## src/sv/cpd_pkg.sv

```systemverilog
package cpd_pkg;

    // packet layout
    localparam int HEADER_BYTES  = 26;
    localparam int TRAILER_BYTES = 4;
    localparam int OFS_SOURCE    = 2;
    localparam int OFS_DEST      = 6;
    localparam int OFS_TIME      = 10;
    localparam int OFS_ATOMS     = 18;
    localparam int OFS_SIZE      = 22;
    localparam int MIN_BYTES     = HEADER_BYTES + TRAILER_BYTES;

    // byte counter
    localparam int                 COUNT_W   = 33;
    localparam logic [COUNT_W-1:0] COUNT_MAX = {COUNT_W{1'b1}};

    // crc-32, reflected
    localparam logic [31:0] CRC_POLY = 32'hEDB8_8320;
    localparam logic [31:0] CRC_INIT = 32'hFFFF_FFFF;

    // configuration reset
    localparam logic [15:0] VERSION_RESET = 16'd1;

    // result kinds
    localparam logic KIND_PAYLOAD = 1'b0;
    localparam logic KIND_STATUS  = 1'b1;

    // status codes
    localparam logic [2:0] ST_OK          = 3'd0;
    localparam logic [2:0] ST_TRUNCATED   = 3'd1;
    localparam logic [2:0] ST_VERSION_ERR = 3'd2;
    localparam logic [2:0] ST_LENGTH_ERR  = 3'd3;
    localparam logic [2:0] ST_CRC_ERR     = 3'd4;

    typedef struct packed {
        logic        kind;
        logic [7:0]  payload_byte;
        logic [2:0]  status;
        logic [31:0] source_id;
        logic [31:0] dest_id;
        logic [63:0] sim_time;
        logic [31:0] atom_total;
        logic [31:0] payload_length;
        logic [31:0] carried_crc;
    } t_result;

    // one byte through the crc register, lsb first
    function automatic logic [31:0] crc_byte(input logic [31:0] crc_in, input logic [7:0] b);
        logic [31:0] c;
        c = crc_in ^ {24'd0, b};
        for (int k = 0; k < 8; k++) begin
            c = c[0] ? ((c >> 1) ^ CRC_POLY) : (c >> 1);
        end
        return c;
    endfunction

endpackage

```

## src/sv/cpd_byte_if.sv

```systemverilog
interface cpd_byte_if;
    import cpd_pkg::*;

    logic       valid;
    logic       ready;
    logic [7:0] data_byte;
    logic       last;

    modport source (output valid, output data_byte, output last, input ready);
    modport sink   (input valid, input data_byte, input last, output ready);
endinterface

```

## src/sv/cpd_result_if.sv

```systemverilog
interface cpd_result_if;
    import cpd_pkg::*;

    logic        valid;
    logic        ready;
    logic        kind;
    logic [7:0]  payload_byte;
    logic [2:0]  status;
    logic [31:0] source_id;
    logic [31:0] dest_id;
    logic [63:0] sim_time;
    logic [31:0] atom_total;
    logic [31:0] payload_length;
    logic [31:0] carried_crc;

    modport source (
        output valid, output kind, output payload_byte, output status,
        output source_id, output dest_id, output sim_time, output atom_total,
        output payload_length, output carried_crc, input ready
    );
    modport sink (
        input valid, input kind, input payload_byte, input status,
        input source_id, input dest_id, input sim_time, input atom_total,
        input payload_length, input carried_crc, output ready
    );
endinterface

```

## src/sv/cpd_core.sv

```systemverilog
module cpd_core
    import cpd_pkg::*;
(
    input  logic        i_clk,
    input  logic        i_rst_n,
    input  logic        i_step,
    input  logic [7:0]  i_data_byte,
    input  logic        i_last,
    input  logic [15:0] i_expected_version,
    output logic        o_emit,
    output t_result     o_result
);

    logic [COUNT_W-1:0] r_count, n_count;
    logic [31:0]        r_crc, n_crc;
    logic [31:0]        r_trailer, n_trailer;
    logic [15:0]        r_version, n_version;
    logic [31:0]        r_source, n_source;
    logic [31:0]        r_dest, n_dest;
    logic [63:0]        r_time, n_time;
    logic [31:0]        r_atoms, n_atoms;
    logic [31:0]        r_size, n_size;

    logic [COUNT_W-1:0] w_pay_ofs;
    logic [COUNT_W:0]   w_want_len;
    logic [2:0]         w_status;

    // per-byte state update
    always_comb begin
        n_crc     = (r_count >= COUNT_W'(TRAILER_BYTES)) ? crc_byte(r_crc, r_trailer[7:0])
                                                         : r_crc;
        n_trailer = {i_data_byte, r_trailer[31:8]};
        n_version = (r_count < COUNT_W'(2)) ? {r_version[7:0], i_data_byte} : r_version;
        n_source  = r_source;
        n_dest    = r_dest;
        n_time    = r_time;
        n_atoms   = r_atoms;
        n_size    = r_size;
        for (int k = 0; k < 4; k++) begin
            if (r_count == COUNT_W'(OFS_SOURCE + k)) n_source[8*k +: 8] = i_data_byte;
            if (r_count == COUNT_W'(OFS_DEST + k))   n_dest[8*k +: 8]   = i_data_byte;
            if (r_count == COUNT_W'(OFS_ATOMS + k))  n_atoms[8*k +: 8]  = i_data_byte;
            if (r_count == COUNT_W'(OFS_SIZE + k))   n_size[8*k +: 8]   = i_data_byte;
        end
        for (int k = 0; k < 8; k++) begin
            if (r_count == COUNT_W'(OFS_TIME + k)) n_time[8*k +: 8] = i_data_byte;
        end
        n_count = (r_count != COUNT_MAX) ? r_count + COUNT_W'(1) : r_count;
    end

    // status checks in priority order
    assign w_pay_ofs  = r_count - COUNT_W'(HEADER_BYTES);
    assign w_want_len = (COUNT_W+1)'(MIN_BYTES) + {2'b00, n_size};

    always_comb begin
        if (n_count < COUNT_W'(MIN_BYTES)) begin
            w_status = ST_TRUNCATED;
        end else if (n_version != i_expected_version) begin
            w_status = ST_VERSION_ERR;
        end else if ({1'b0, n_count} != w_want_len) begin
            w_status = ST_LENGTH_ERR;
        end else if (~n_crc != n_trailer) begin
            w_status = ST_CRC_ERR;
        end else begin
            w_status = ST_OK;
        end
    end

    // result item
    always_comb begin
        o_result = '0;
        if (i_last) begin
            o_emit          = 1'b1;
            o_result.kind   = KIND_STATUS;
            o_result.status = w_status;
            if (w_status != ST_TRUNCATED) begin
                o_result.source_id      = n_source;
                o_result.dest_id        = n_dest;
                o_result.sim_time       = n_time;
                o_result.atom_total     = n_atoms;
                o_result.payload_length = n_size;
                o_result.carried_crc    = n_trailer;
            end
        end else begin
            o_emit = (r_count >= COUNT_W'(HEADER_BYTES)) && (w_pay_ofs < {1'b0, n_size});
            o_result.kind         = KIND_PAYLOAD;
            o_result.payload_byte = i_data_byte;
        end
    end

    // packet state, cleared on reset and after the final byte
    always_ff @(posedge i_clk) begin
        if (!i_rst_n || (i_step && i_last)) begin
            r_count   <= '0;
            r_crc     <= CRC_INIT;
            r_trailer <= '0;
            r_version <= '0;
            r_source  <= '0;
            r_dest    <= '0;
            r_time    <= '0;
            r_atoms   <= '0;
            r_size    <= '0;
        end else if (i_step) begin
            r_count   <= n_count;
            r_crc     <= n_crc;
            r_trailer <= n_trailer;
            r_version <= n_version;
            r_source  <= n_source;
            r_dest    <= n_dest;
            r_time    <= n_time;
            r_atoms   <= n_atoms;
            r_size    <= n_size;
        end
    end

endmodule

```

## src/sv/crc_checked_packet_deframer_top.sv

```systemverilog
// path: an accepted byte passes the input register, then the result register
// throughput: one byte per cycle while the receiver takes results; the
//   byte-wide crc update and header capture sit between the two registers
// reset: synchronous active-low i_rst_n clears the packet state and both
//   valid flags and sets expected_version to 1
module crc_checked_packet_deframer_top
    import cpd_pkg::*;
(
    input  logic         i_clk,
    input  logic         i_rst_n,
    cpd_byte_if.sink     i_byte,
    cpd_result_if.source o_result,
    input  logic         i_cfg_we,
    input  logic [15:0]  i_cfg_wdata
);

    logic        r_in_valid;
    logic [7:0]  r_in_byte;
    logic        r_in_last;
    logic        r_out_valid;
    t_result     r_out;
    logic [15:0] r_expected_version;

    logic        w_advance;
    logic        w_emit;
    t_result     w_result;

    // input stage moves on when the result slot is free or draining
    assign w_advance    = r_in_valid && (!r_out_valid || o_result.ready);
    assign i_byte.ready = !r_in_valid || w_advance;

    // configuration register
    always_ff @(posedge i_clk) begin
        if (!i_rst_n) begin
            r_expected_version <= VERSION_RESET;
        end else if (i_cfg_we) begin
            r_expected_version <= i_cfg_wdata;
        end
    end

    // input register
    always_ff @(posedge i_clk) begin
        if (!i_rst_n) begin
            r_in_valid <= 1'b0;
        end else if (i_byte.ready) begin
            r_in_valid <= i_byte.valid;
        end
    end

    always_ff @(posedge i_clk) begin
        if (i_byte.valid && i_byte.ready) begin
            r_in_byte <= i_byte.data_byte;
            r_in_last <= i_byte.last;
        end
    end

    cpd_core u_core (
        .i_clk              (i_clk),
        .i_rst_n            (i_rst_n),
        .i_step             (w_advance),
        .i_data_byte        (r_in_byte),
        .i_last             (r_in_last),
        .i_expected_version (r_expected_version),
        .o_emit             (w_emit),
        .o_result           (w_result)
    );

    // result register
    always_ff @(posedge i_clk) begin
        if (!i_rst_n) begin
            r_out_valid <= 1'b0;
        end else if (w_advance && w_emit) begin
            r_out_valid <= 1'b1;
        end else if (o_result.ready) begin
            r_out_valid <= 1'b0;
        end
    end

    always_ff @(posedge i_clk) begin
        if (w_advance && w_emit) begin
            r_out <= w_result;
        end
    end

    assign o_result.valid          = r_out_valid;
    assign o_result.kind           = r_out.kind;
    assign o_result.payload_byte   = r_out.payload_byte;
    assign o_result.status         = r_out.status;
    assign o_result.source_id      = r_out.source_id;
    assign o_result.dest_id        = r_out.dest_id;
    assign o_result.sim_time       = r_out.sim_time;
    assign o_result.atom_total     = r_out.atom_total;
    assign o_result.payload_length = r_out.payload_length;
    assign o_result.carried_crc    = r_out.carried_crc;

endmodule

```

## src/flat_wrapper.sv

```systemverilog
// flat-port wrapper written by rule: the top's interface ports become plain ports
module crc_checked_packet_deframer_top_flat import cpd_pkg::*;
  (i_clk, i_rst_n, i_cfg_we, i_cfg_wdata, i_byte_valid, i_byte_data_byte, i_byte_last, i_byte_ready, o_result_valid, o_result_kind, o_result_payload_byte, o_result_status, o_result_source_id, o_result_dest_id, o_result_sim_time, o_result_atom_total, o_result_payload_length, o_result_carried_crc, o_result_ready);
  cpd_byte_if i_byte_i ();
  cpd_result_if o_result_i ();
  input  logic i_clk;
  input  logic i_rst_n;
  input  logic i_cfg_we;
  input  logic [15:0] i_cfg_wdata;
  input wire logic [$bits(i_byte_i.valid)-1:0] i_byte_valid;
  input wire logic [$bits(i_byte_i.data_byte)-1:0] i_byte_data_byte;
  input wire logic [$bits(i_byte_i.last)-1:0] i_byte_last;
  output wire logic [$bits(i_byte_i.ready)-1:0] i_byte_ready;
  output wire logic [$bits(o_result_i.valid)-1:0] o_result_valid;
  output wire logic [$bits(o_result_i.kind)-1:0] o_result_kind;
  output wire logic [$bits(o_result_i.payload_byte)-1:0] o_result_payload_byte;
  output wire logic [$bits(o_result_i.status)-1:0] o_result_status;
  output wire logic [$bits(o_result_i.source_id)-1:0] o_result_source_id;
  output wire logic [$bits(o_result_i.dest_id)-1:0] o_result_dest_id;
  output wire logic [$bits(o_result_i.sim_time)-1:0] o_result_sim_time;
  output wire logic [$bits(o_result_i.atom_total)-1:0] o_result_atom_total;
  output wire logic [$bits(o_result_i.payload_length)-1:0] o_result_payload_length;
  output wire logic [$bits(o_result_i.carried_crc)-1:0] o_result_carried_crc;
  input wire logic [$bits(o_result_i.ready)-1:0] o_result_ready;
  assign i_byte_i.valid = i_byte_valid;
  assign i_byte_i.data_byte = i_byte_data_byte;
  assign i_byte_i.last = i_byte_last;
  assign i_byte_ready = i_byte_i.ready;
  assign o_result_valid = o_result_i.valid;
  assign o_result_kind = o_result_i.kind;
  assign o_result_payload_byte = o_result_i.payload_byte;
  assign o_result_status = o_result_i.status;
  assign o_result_source_id = o_result_i.source_id;
  assign o_result_dest_id = o_result_i.dest_id;
  assign o_result_sim_time = o_result_i.sim_time;
  assign o_result_atom_total = o_result_i.atom_total;
  assign o_result_payload_length = o_result_i.payload_length;
  assign o_result_carried_crc = o_result_i.carried_crc;
  assign o_result_i.ready = o_result_ready;
  crc_checked_packet_deframer_top u_core (.i_clk(i_clk), .i_rst_n(i_rst_n), .i_byte(i_byte_i), .o_result(o_result_i), .i_cfg_we(i_cfg_we), .i_cfg_wdata(i_cfg_wdata));
endmodule
```

## config.mk

```make
export PLATFORM = sky130hd
export DESIGN_NAME = crc_checked_packet_deframer_top_flat
export DESIGN_NICKNAME = d
export VERILOG_FILES = /design/src/sv/cpd_pkg.sv /design/src/sv/cpd_byte_if.sv /design/src/sv/cpd_result_if.sv /design/src/sv/cpd_core.sv /design/src/sv/crc_checked_packet_deframer_top.sv /design/src/flat_wrapper.sv
export SDC_FILE = /design/constraint.sdc
export NUM_CORES = 1
export LEC_CHECK = 0
export ABC_AREA = 1
export BUFFER_PORTS_ARGS = -buffer_cell sky130_fd_sc_hd__buf_2
export CAP_MARGIN = 0
export CORE_MARGIN = 3
export CORE_UTILIZATION = 62
export CTS_BUF_LIST = sky130_fd_sc_hd__clkbuf_8
export CTS_CLUSTER_DIAMETER = 200
export DETAILED_ROUTE_END_ITERATION = 8
export GPL_ROUTABILITY_DRIVEN = 0
export PLACE_DENSITY_LB_ADDON = 0.2
export SLEW_MARGIN = 20
export SYNTH_ARGS = -nofsm -noshare
export SYNTH_HDL_FRONTEND = slang
export SYNTH_SLANG_ARGS = --single-unit
```

## constraint.sdc

```tcl
create_clock -name i_clk -period 8.97 [get_ports i_clk]
set_input_delay 0.4485 -clock i_clk [delete_from_list [all_inputs] [get_ports i_clk]]
set_output_delay 0.4485 -clock i_clk [all_outputs]
set_load 0.03 [all_outputs]
```

**Yosys cells after proc, flatten, opt, wreduce, memory -nomap -nowiden**

Cells that the tools add are included.

- Word-level logic and storage cells: 126
- Output and inout port bits: 238
- Input bits: 30
- Register bits after elaboration: 568

- Order comparisons: 5
- $add $sub $neg: 3
- Equality and inequality tests: 29
- Reduce and logical (&&, ||, !) cells: 13
- Bitwise operators: 10
- Muxes and demuxes: 43

Operators with widths:

| operator | number |
|---|---|
| $eq 33x5->1 const B | 10 |
| $mux 32 | 9 |
| $eq 33x4->1 const B | 8 |
| $mux 8 | 24 |
| $eq 33x3->1 const B | 4 |
| $not 13->14 | 8 |
| $eq 33x2->1 const B | 2 |
| $add 33x1->33 const B | 1 |
| $add 5x32->33 const A | 1 |
| $ge 33x3->1 const B | 1 |
| $ge 33x5->1 const B | 1 |
| $lt 33x2->1 const B | 1 |
| $lt 33x32->1 | 1 |
| $lt 33x5->1 const B | 1 |
| $mux 33 | 1 |
| $ne 33x33->1 | 1 |
| $ne 33x33->1 const B | 1 |
| $sub 33x5->33 const B | 1 |
| $ne 32x32->1 | 1 |
| $not 32->32 | 1 |
| $xor 32x8->32 | 1 |
| $mux 16 | 1 |
| $ne 16x16->1 | 1 |
| $mux 3 | 4 |
| other kinds (7) | 18 |

**Logic depth before layout (Yosys ltp)**

- Depth after elaboration: 26
- Mapped depth: 27

**By module**

Synthesis repeated with hierarchy kept, for this count alone.

- Cells, all modules: 3379
- Area, all modules: 28529.9 sq um

By module, submodules not included:

| module | area each (sq um) | times used | cells an instance |
|---|---|---|---|
| cpd_core | 20520.9 | 1 | 3049 |
| crc_checked_packet_deframer_top | 8008.9 | 1 | 330 |

**Worst setup path after synthesis**

No wires, ideal clock.

- Path type: flip-flop to flip-flop
- Start: register u_core.u_core.r_count[0]
- End: register u_core.r_out (netlist bit u_core.o_result.atom_total[0]), enable pin
- Period minus slack after synthesis: 7.925 ns
- Path slack: 1.045 ns
- Cell stages (with the launch flop): 24
- Path buffers: 1
- Setup time: 0.587 ns
- Required time: 8.383 ns
- Arrival time: 7.338 ns
- Cell sequence: dfxtp_1 ha_1 buf_2 inv_1 nor2_1 nand3_1 nor2_1 nand2_1 o21ai_0 ha_1 a21oi_1 or2_2 a21oi_1 a2111oi_0 nand3_1 nand2_1 nand2_1 nand2_1 nand2_1 nand2_1 nand2_1 nand2_1 a31oi_1 inv_1

- Longest elaborated chain between the ends: 6
- Elaborated cells between the ends (all ways): 14

Ends and longest elaborated chain:

| what | RTL line | source |
|---|---|---|
| from (decl) | cpd_core.sv:14 | `logic [COUNT_W-1:0] r_count, n_count;` |
| from (signal assigned) | cpd_core.sv:104 | `r_count <= n_count;` |
| branches (longest 3 deep; another with $sub 33x5->33) | - |  |
| $logic_and 1x1->1 * | cpd_core.sv:85 | `o_emit = (r_count >= COUNT_W'(HEADER_BYTES)) && (w_pay_ofs < {1'b0, n_size});` |
| $mux 1 * | cpd_core.sv:72 | `if (i_last) begin` |
| $logic_and 1x1->1 * | crc_checked_packet_deframer_top.sv:80 | `if (w_advance && w_emit) begin` |
| to (signal assigned) | crc_checked_packet_deframer_top.sv:81 | `r_out <= w_result;` |
| to (decl) | crc_checked_packet_deframer_top.sv:21 | `t_result r_out;` |

Mark *: on every way between the ends.
A chain may end at the register's enable or synchronous reset.

**Worst setup path in the final report**

- Start: register u_core.u_core.r_count[13]
- End: register u_core.r_out (netlist bit u_core.o_result.atom_total[28]), enable pin

Same word-level chain as after synthesis.

==> reports/summary.json <==
{
  "status": "finished, final reports clean",
  "wl_per_cell_um": 19.3,
  "fraction_of_registers_with_async_set_or_reset_after_synthesis_pct": 0,
  "detail_route.vias_per_cell": 5.78,
  "worst_setup_path_startpoint": "u_core.u_core.r_count[13]",
  "critPathMaxStageDelay_ns": 0.65,
  "synth_top_flop_cell": "sky130_fd_sc_hd__dfxtp_1",
  "standard_cell_area_after_detailed_placement_mm2": 0.0303,
  "post-route-util_pct": 71.1,
  "final-setup-viol-count": 0,
  "crit_required_ns": 9.26,
  "clock-skew-final_ns": 0.0610,
  "count_of_flip_flops_with_a_built_in_enable_after_synthesis": 245,
  "final-hold-violation-count": 0,
  "grt_antenna_before_repair": 0,
  "first_iter_violations": 2962,
  "crit_chain": "nor2_1 > nand2_1 > nor2_2 > nand3_2 > nor2_4 > nand2_1 > o21ai_1 > ha_1 > a21oi_1 > o21ai_0 > a41o_1 > nand2_1 > nand3_1 > nand2_1 > nand2_1 > nand2_1 > nand2_1 > nand2_1 > nand2_1 > nand2_1 > a31oi_1 > inv_8 > buf_12",
  "synthesis_stage_register_bit_count": 568,
  "path_delay_family": "simple AND/OR/NAND/NOR gates",
  "setup.worst_path.class": "reg2reg",
  "coreArea_mm2": 0.0457,
  "initial_core_util_pct": 63.2,
  "fmax_mhz": 171,
  "antenna-diode-count": 0,
  "synth_area_mm2": 0.0289,
  "fin_cells": 4370,
  "fraction_of_layout_instances_using_a_drive_strength_above_1_pct": 14.2,
  "reg2reg_to": "u_core.o_result.atom_total[28]",
  "placed_cells_incl_taps": 4173,
  "overflow": 0,
  "worstSkewPairLatency_ns": 0.72,
  "path_clk_slew_ns": 0.06,
  "route.detailed.drc": 0,
  "timing.final.crit_share_pct": 65.2,
  "ctsRootBufferMaster": "sky130_fd_sc_hd__clkbuf_8",
  "critical_path_arrival_ns": 6.14,
  "max_slew_margin_pct": 27.5,
  "num_vias": 25200,
  "crit_top_cell": "sky130_fd_sc_hd__nand2_1",
  "synth_sequential_area_ratio_pct": 47.9,
  "clock_sinks": 568,
  "fin_area_mm2": 0.0325,
  "die-height_um": 222,
  "post-cts-setup-buffers": 0,
  "die-area_mm2": 0.0492,
  "reg2reg_setup_slack_ns": 3.13,
  "cts_repair_resize_count": 0,
  "postRouteAntennaNets": 0,
  "grt_util_all_layers_pct": 33.0,
  "layout.nets": 3761,
  "synth_cell_types": 56,
  "peakVddDrop_mv": 0.205,
  "max_slew.worst_pin.slew_ns": 1.09,
  "worstSetupEndpointType": "flop",
  "firstDrtPassIters": 9,
  "placement_rows": 78,
  "wl_mm": 84.5,
  "timing.max_cap.violations": 0,
  "worst_path_slowest_cell": "sky130_fd_sc_hd__inv_8",
  "post-route-min-period_ns": 5.84,
  "grt_setup_unrepaired": "no",
  "h-tree-depth": 3,
  "grt_pass1_wl_mm": 130,
  "timing.rr.start": "u_core.u_core.r_count[13]",
  "cts-buffers-inserted": 92,
  "reg2regPathDepth": 23,
  "io_pins": 268,
  "dp_hpwl_mm": 56.3,
  "first_global_vias": 23800,
  "cts_tree": "done",
  "endpoint": "u_core.o_result.atom_total[28]",
  "worst_hold_slack_ns": 0.0246,
  "quantity_of_i_o_buffers_inserted_on_ports": 267,
  "final-max-slew-violation-count": 0,
  "largest_net_degree_at_the_start_of_global_routing": 272,
  "powerDensity_mw_per_mm2": 225,
  "leakage_nw": 14.2,
  "hold_class": "in2reg",
  "synthToLayoutAreaGrowth_pct": 12.4,
  "maximum_fanout_along_the_worst_path": 132,
  "netlist_top_cells_area": "sky130_fd_sc_hd__edfxtp_1, sky130_fd_sc_hd__dfxtp_1, sky130_fd_sc_hd__nand2_1",
  "yosysTopAreaCellShare_pct": 25.5,
  "cts-root-to-sink-buffers": 3,
  "synthesized_instance_count": 3466,
  "crit_cells": 23,
  "mean_instance_size_in_the_synthesized_netlist_um2": 8.33,
  "worst_setup_path_start_kind": "flop",
  "worst-path-buf-inv": 2,
  "yosys.area.top_type": "sky130_fd_sc_hd__edfxtp_1",
  "width_of_the_die_um": 222,
  "nFillCells": 3584,
  "finalSetupTns_ns": 0,
  "yosys_warnings": 0,
  "synthesized_netlist_net_count": 3536
}
cells in the final DEF, fill, tap and decap left out, types with 4 or more instances in the layout:
| master | count |
|---|---|
| sky130_fd_sc_hd__o21ai_1 | 7 |
| sky130_fd_sc_hd__inv_6 | 4 |
| sky130_fd_sc_hd__nand2_4 | 9 |
| sky130_fd_sc_hd__buf_2 | 267 |
| sky130_fd_sc_hd__o21ai_0 | 218 |
| sky130_fd_sc_hd__xor2_1 | 138 |
| sky130_fd_sc_hd__nand4_1 | 30 |
| sky130_fd_sc_hd__dlygate4sd3_1 | 23 |
| sky130_fd_sc_hd__nand3_2 | 6 |
| sky130_fd_sc_hd__a211oi_1 | 5 |
| sky130_fd_sc_hd__nand3b_1 | 4 |
| sky130_fd_sc_hd__nand2_2 | 24 |
| sky130_fd_sc_hd__xnor2_1 | 37 |
| sky130_fd_sc_hd__or2_2 | 5 |
| sky130_fd_sc_hd__nor2_1 | 436 |
| sky130_fd_sc_hd__inv_2 | 9 |
| sky130_fd_sc_hd__edfxtp_1 | 245 |
| sky130_fd_sc_hd__nor4_1 | 11 |
| sky130_fd_sc_hd__mux2i_1 | 129 |
| sky130_fd_sc_hd__a21oi_1 | 166 |
| sky130_fd_sc_hd__clkinv_2 | 13 |
| sky130_fd_sc_hd__inv_1 | 444 |
| sky130_fd_sc_hd__nor2_4 | 13 |
| sky130_fd_sc_hd__nor2_2 | 25 |
| sky130_fd_sc_hd__o211ai_1 | 159 |
| sky130_fd_sc_hd__clkinv_1 | 16 |
| sky130_fd_sc_hd__nor3_1 | 35 |
| sky130_fd_sc_hd__clkbuf_8 | 110 |
| sky130_fd_sc_hd__dfxtp_1 | 323 |
| sky130_fd_sc_hd__bufinv_16 | 4 |
| sky130_fd_sc_hd__nand3_1 | 70 |
| sky130_fd_sc_hd__nand2_1 | 677 |
| sky130_fd_sc_hd__buf_4 | 19 |
| sky130_fd_sc_hd__ha_1 | 40 |
worst min-delay path by stage:
stage	slack, ns	to	start	depth (start not counted)
2_1_floorplan	0.42	u_core.o_result.kind	u_core.r_in_last	0
3_3_place_gp	0.46	u_core.u_core.r_trailer[1]	u_core.u_core.r_trailer[1]	2
3_5_place_dp	0.47	u_core.u_core.r_trailer[14]	u_core.u_core.r_trailer[14]	2
4_1_cts	0.002	u_core.r_expected_version[11]	i_cfg_wdata[11]	3
5_1_grt	0.02	u_core.r_expected_version[11]	i_cfg_wdata[11]	3
6_report	0.02	u_core.r_expected_version[11]	i_cfg_wdata[11]	3
per-stage QoR:
step	setup WS, ns	total power [W]
after CTS	3.40	0.00729
final	3.13	0.00730
after global routing	2.80	0.00760
after floorplan	1.04	0.00451
after global placement	3.59	0.00492
after detailed placement	3.45	0.00497
logic make-up (layout without fill, tap and decap cells):
group                    count (synthesis)  count (layout)  share of synthesized area (%)
AND/OR/NAND/NOR                       1360            1360                           20.1
buffers and inverters                  616             920                           8.81
AO/OA/AOI/OAI                          577             577                           11.7
flip-flops                             568             568                           47.9
multiplexers                           129             129                           4.47
XOR/XNOR                               176             176                           5.39
adder cells (fa/ha/maj)                 40              40                           1.73
Yosys cell counts (3+ instances only):
master,count
sky130_fd_sc_hd__ha_1,40
sky130_fd_sc_hd__nand2_4,7
sky130_fd_sc_hd__clkinv_1,5
sky130_fd_sc_hd__nor4_1,11
sky130_fd_sc_hd__or2_2,5
sky130_fd_sc_hd__a211oi_1,5
sky130_fd_sc_hd__xor2_1,138
sky130_fd_sc_hd__nand2_1,679
sky130_fd_sc_hd__nor2_4,13
sky130_fd_sc_hd__buf_1,24
sky130_fd_sc_hd__buf_6,26
sky130_fd_sc_hd__o22ai_1,3
sky130_fd_sc_hd__o21ai_1,7
sky130_fd_sc_hd__edfxtp_1,245
sky130_fd_sc_hd__xnor2_1,37
sky130_fd_sc_hd__nand2_2,25
sky130_fd_sc_hd__nor2_1,437
sky130_fd_sc_hd__inv_1,420
sky130_fd_sc_hd__a31oi_1,3
sky130_fd_sc_hd__nand3b_1,4
sky130_fd_sc_hd__inv_2,10
sky130_fd_sc_hd__mux2i_1,129
sky130_fd_sc_hd__nor3_2,3
sky130_fd_sc_hd__clkbuf_1,106
sky130_fd_sc_hd__nand4_1,30
sky130_fd_sc_hd__o21ai_0,218
sky130_fd_sc_hd__o211ai_1,159
sky130_fd_sc_hd__nand3_2,5
sky130_fd_sc_hd__buf_2,22
sky130_fd_sc_hd__nor2_2,24
sky130_fd_sc_hd__nor3_1,35
sky130_fd_sc_hd__nand3_1,71
sky130_fd_sc_hd__a21oi_1,166
sky130_fd_sc_hd__o21ai_2,3
sky130_fd_sc_hd__dfxtp_1,323
repair_timing:
item,4_1_cts,5_1_grt
hold buffers,23,0
hold endpoints to repair,23,0
setup endpoints to repair,0,0
worst register-to-register path, cell delays in order (launching register included):
cell and delay (ns):
sky130_fd_sc_hd__dfxtp_1 0.36, sky130_fd_sc_hd__nor2_1 0.14, sky130_fd_sc_hd__nand2_1 0.15, sky130_fd_sc_hd__nor2_2 0.47, sky130_fd_sc_hd__nand3_2 0.19, sky130_fd_sc_hd__nor2_4 0.38, sky130_fd_sc_hd__nand2_1 0.08, sky130_fd_sc_hd__o21ai_1 0.36
sky130_fd_sc_hd__ha_1 0.36, sky130_fd_sc_hd__a21oi_1 0.15, sky130_fd_sc_hd__o21ai_0 0.11, sky130_fd_sc_hd__a41o_1 0.24, sky130_fd_sc_hd__nand2_1 0.06, sky130_fd_sc_hd__nand3_1 0.17, sky130_fd_sc_hd__nand2_1 0.11, sky130_fd_sc_hd__nand2_1 0.09
sky130_fd_sc_hd__nand2_1 0.07, sky130_fd_sc_hd__nand2_1 0.05, sky130_fd_sc_hd__nand2_1 0.06, sky130_fd_sc_hd__nand2_1 0.05, sky130_fd_sc_hd__nand2_1 0.05, sky130_fd_sc_hd__a31oi_1 0.19, sky130_fd_sc_hd__inv_8 0.65, sky130_fd_sc_hd__buf_12 0.75
power by group:
part           total (W)  internal, W  switching [W]
Clock            0.00232      0.00124        0.00108
Sequential       0.00319      0.00304       0.000152
Combinational    0.00179     0.000496        0.00129
layer usage:
layer | up-vias | share of wire (%) | track usage (%) | wire length, µm
li1 | 11800 | - | - | -
met1 | 11800 | 39 | 42.8 | 33000
met2 | 1355 | 45 | 51.2 | 37900
met3 | 282 | 11 | 9.86 | 9450
met5 | - | 0.025 | 0 | 21
met4 | 2 | 4.9 | 15.5 | 4170
layout make-up:
cell class	instances	area (µm²)	share of cell area, %
timing repair buffer	312	1780	5.47
inverter	435	1650	5.09
multi-input combinational	2282	12500	38.6
clock buffer	110	1510	4.66
sequential	568	13800	42.6
tap	600	751	2.31
clock inverter	63	407	1.25
No activity file was read; power rests on OpenSTA's default activity.
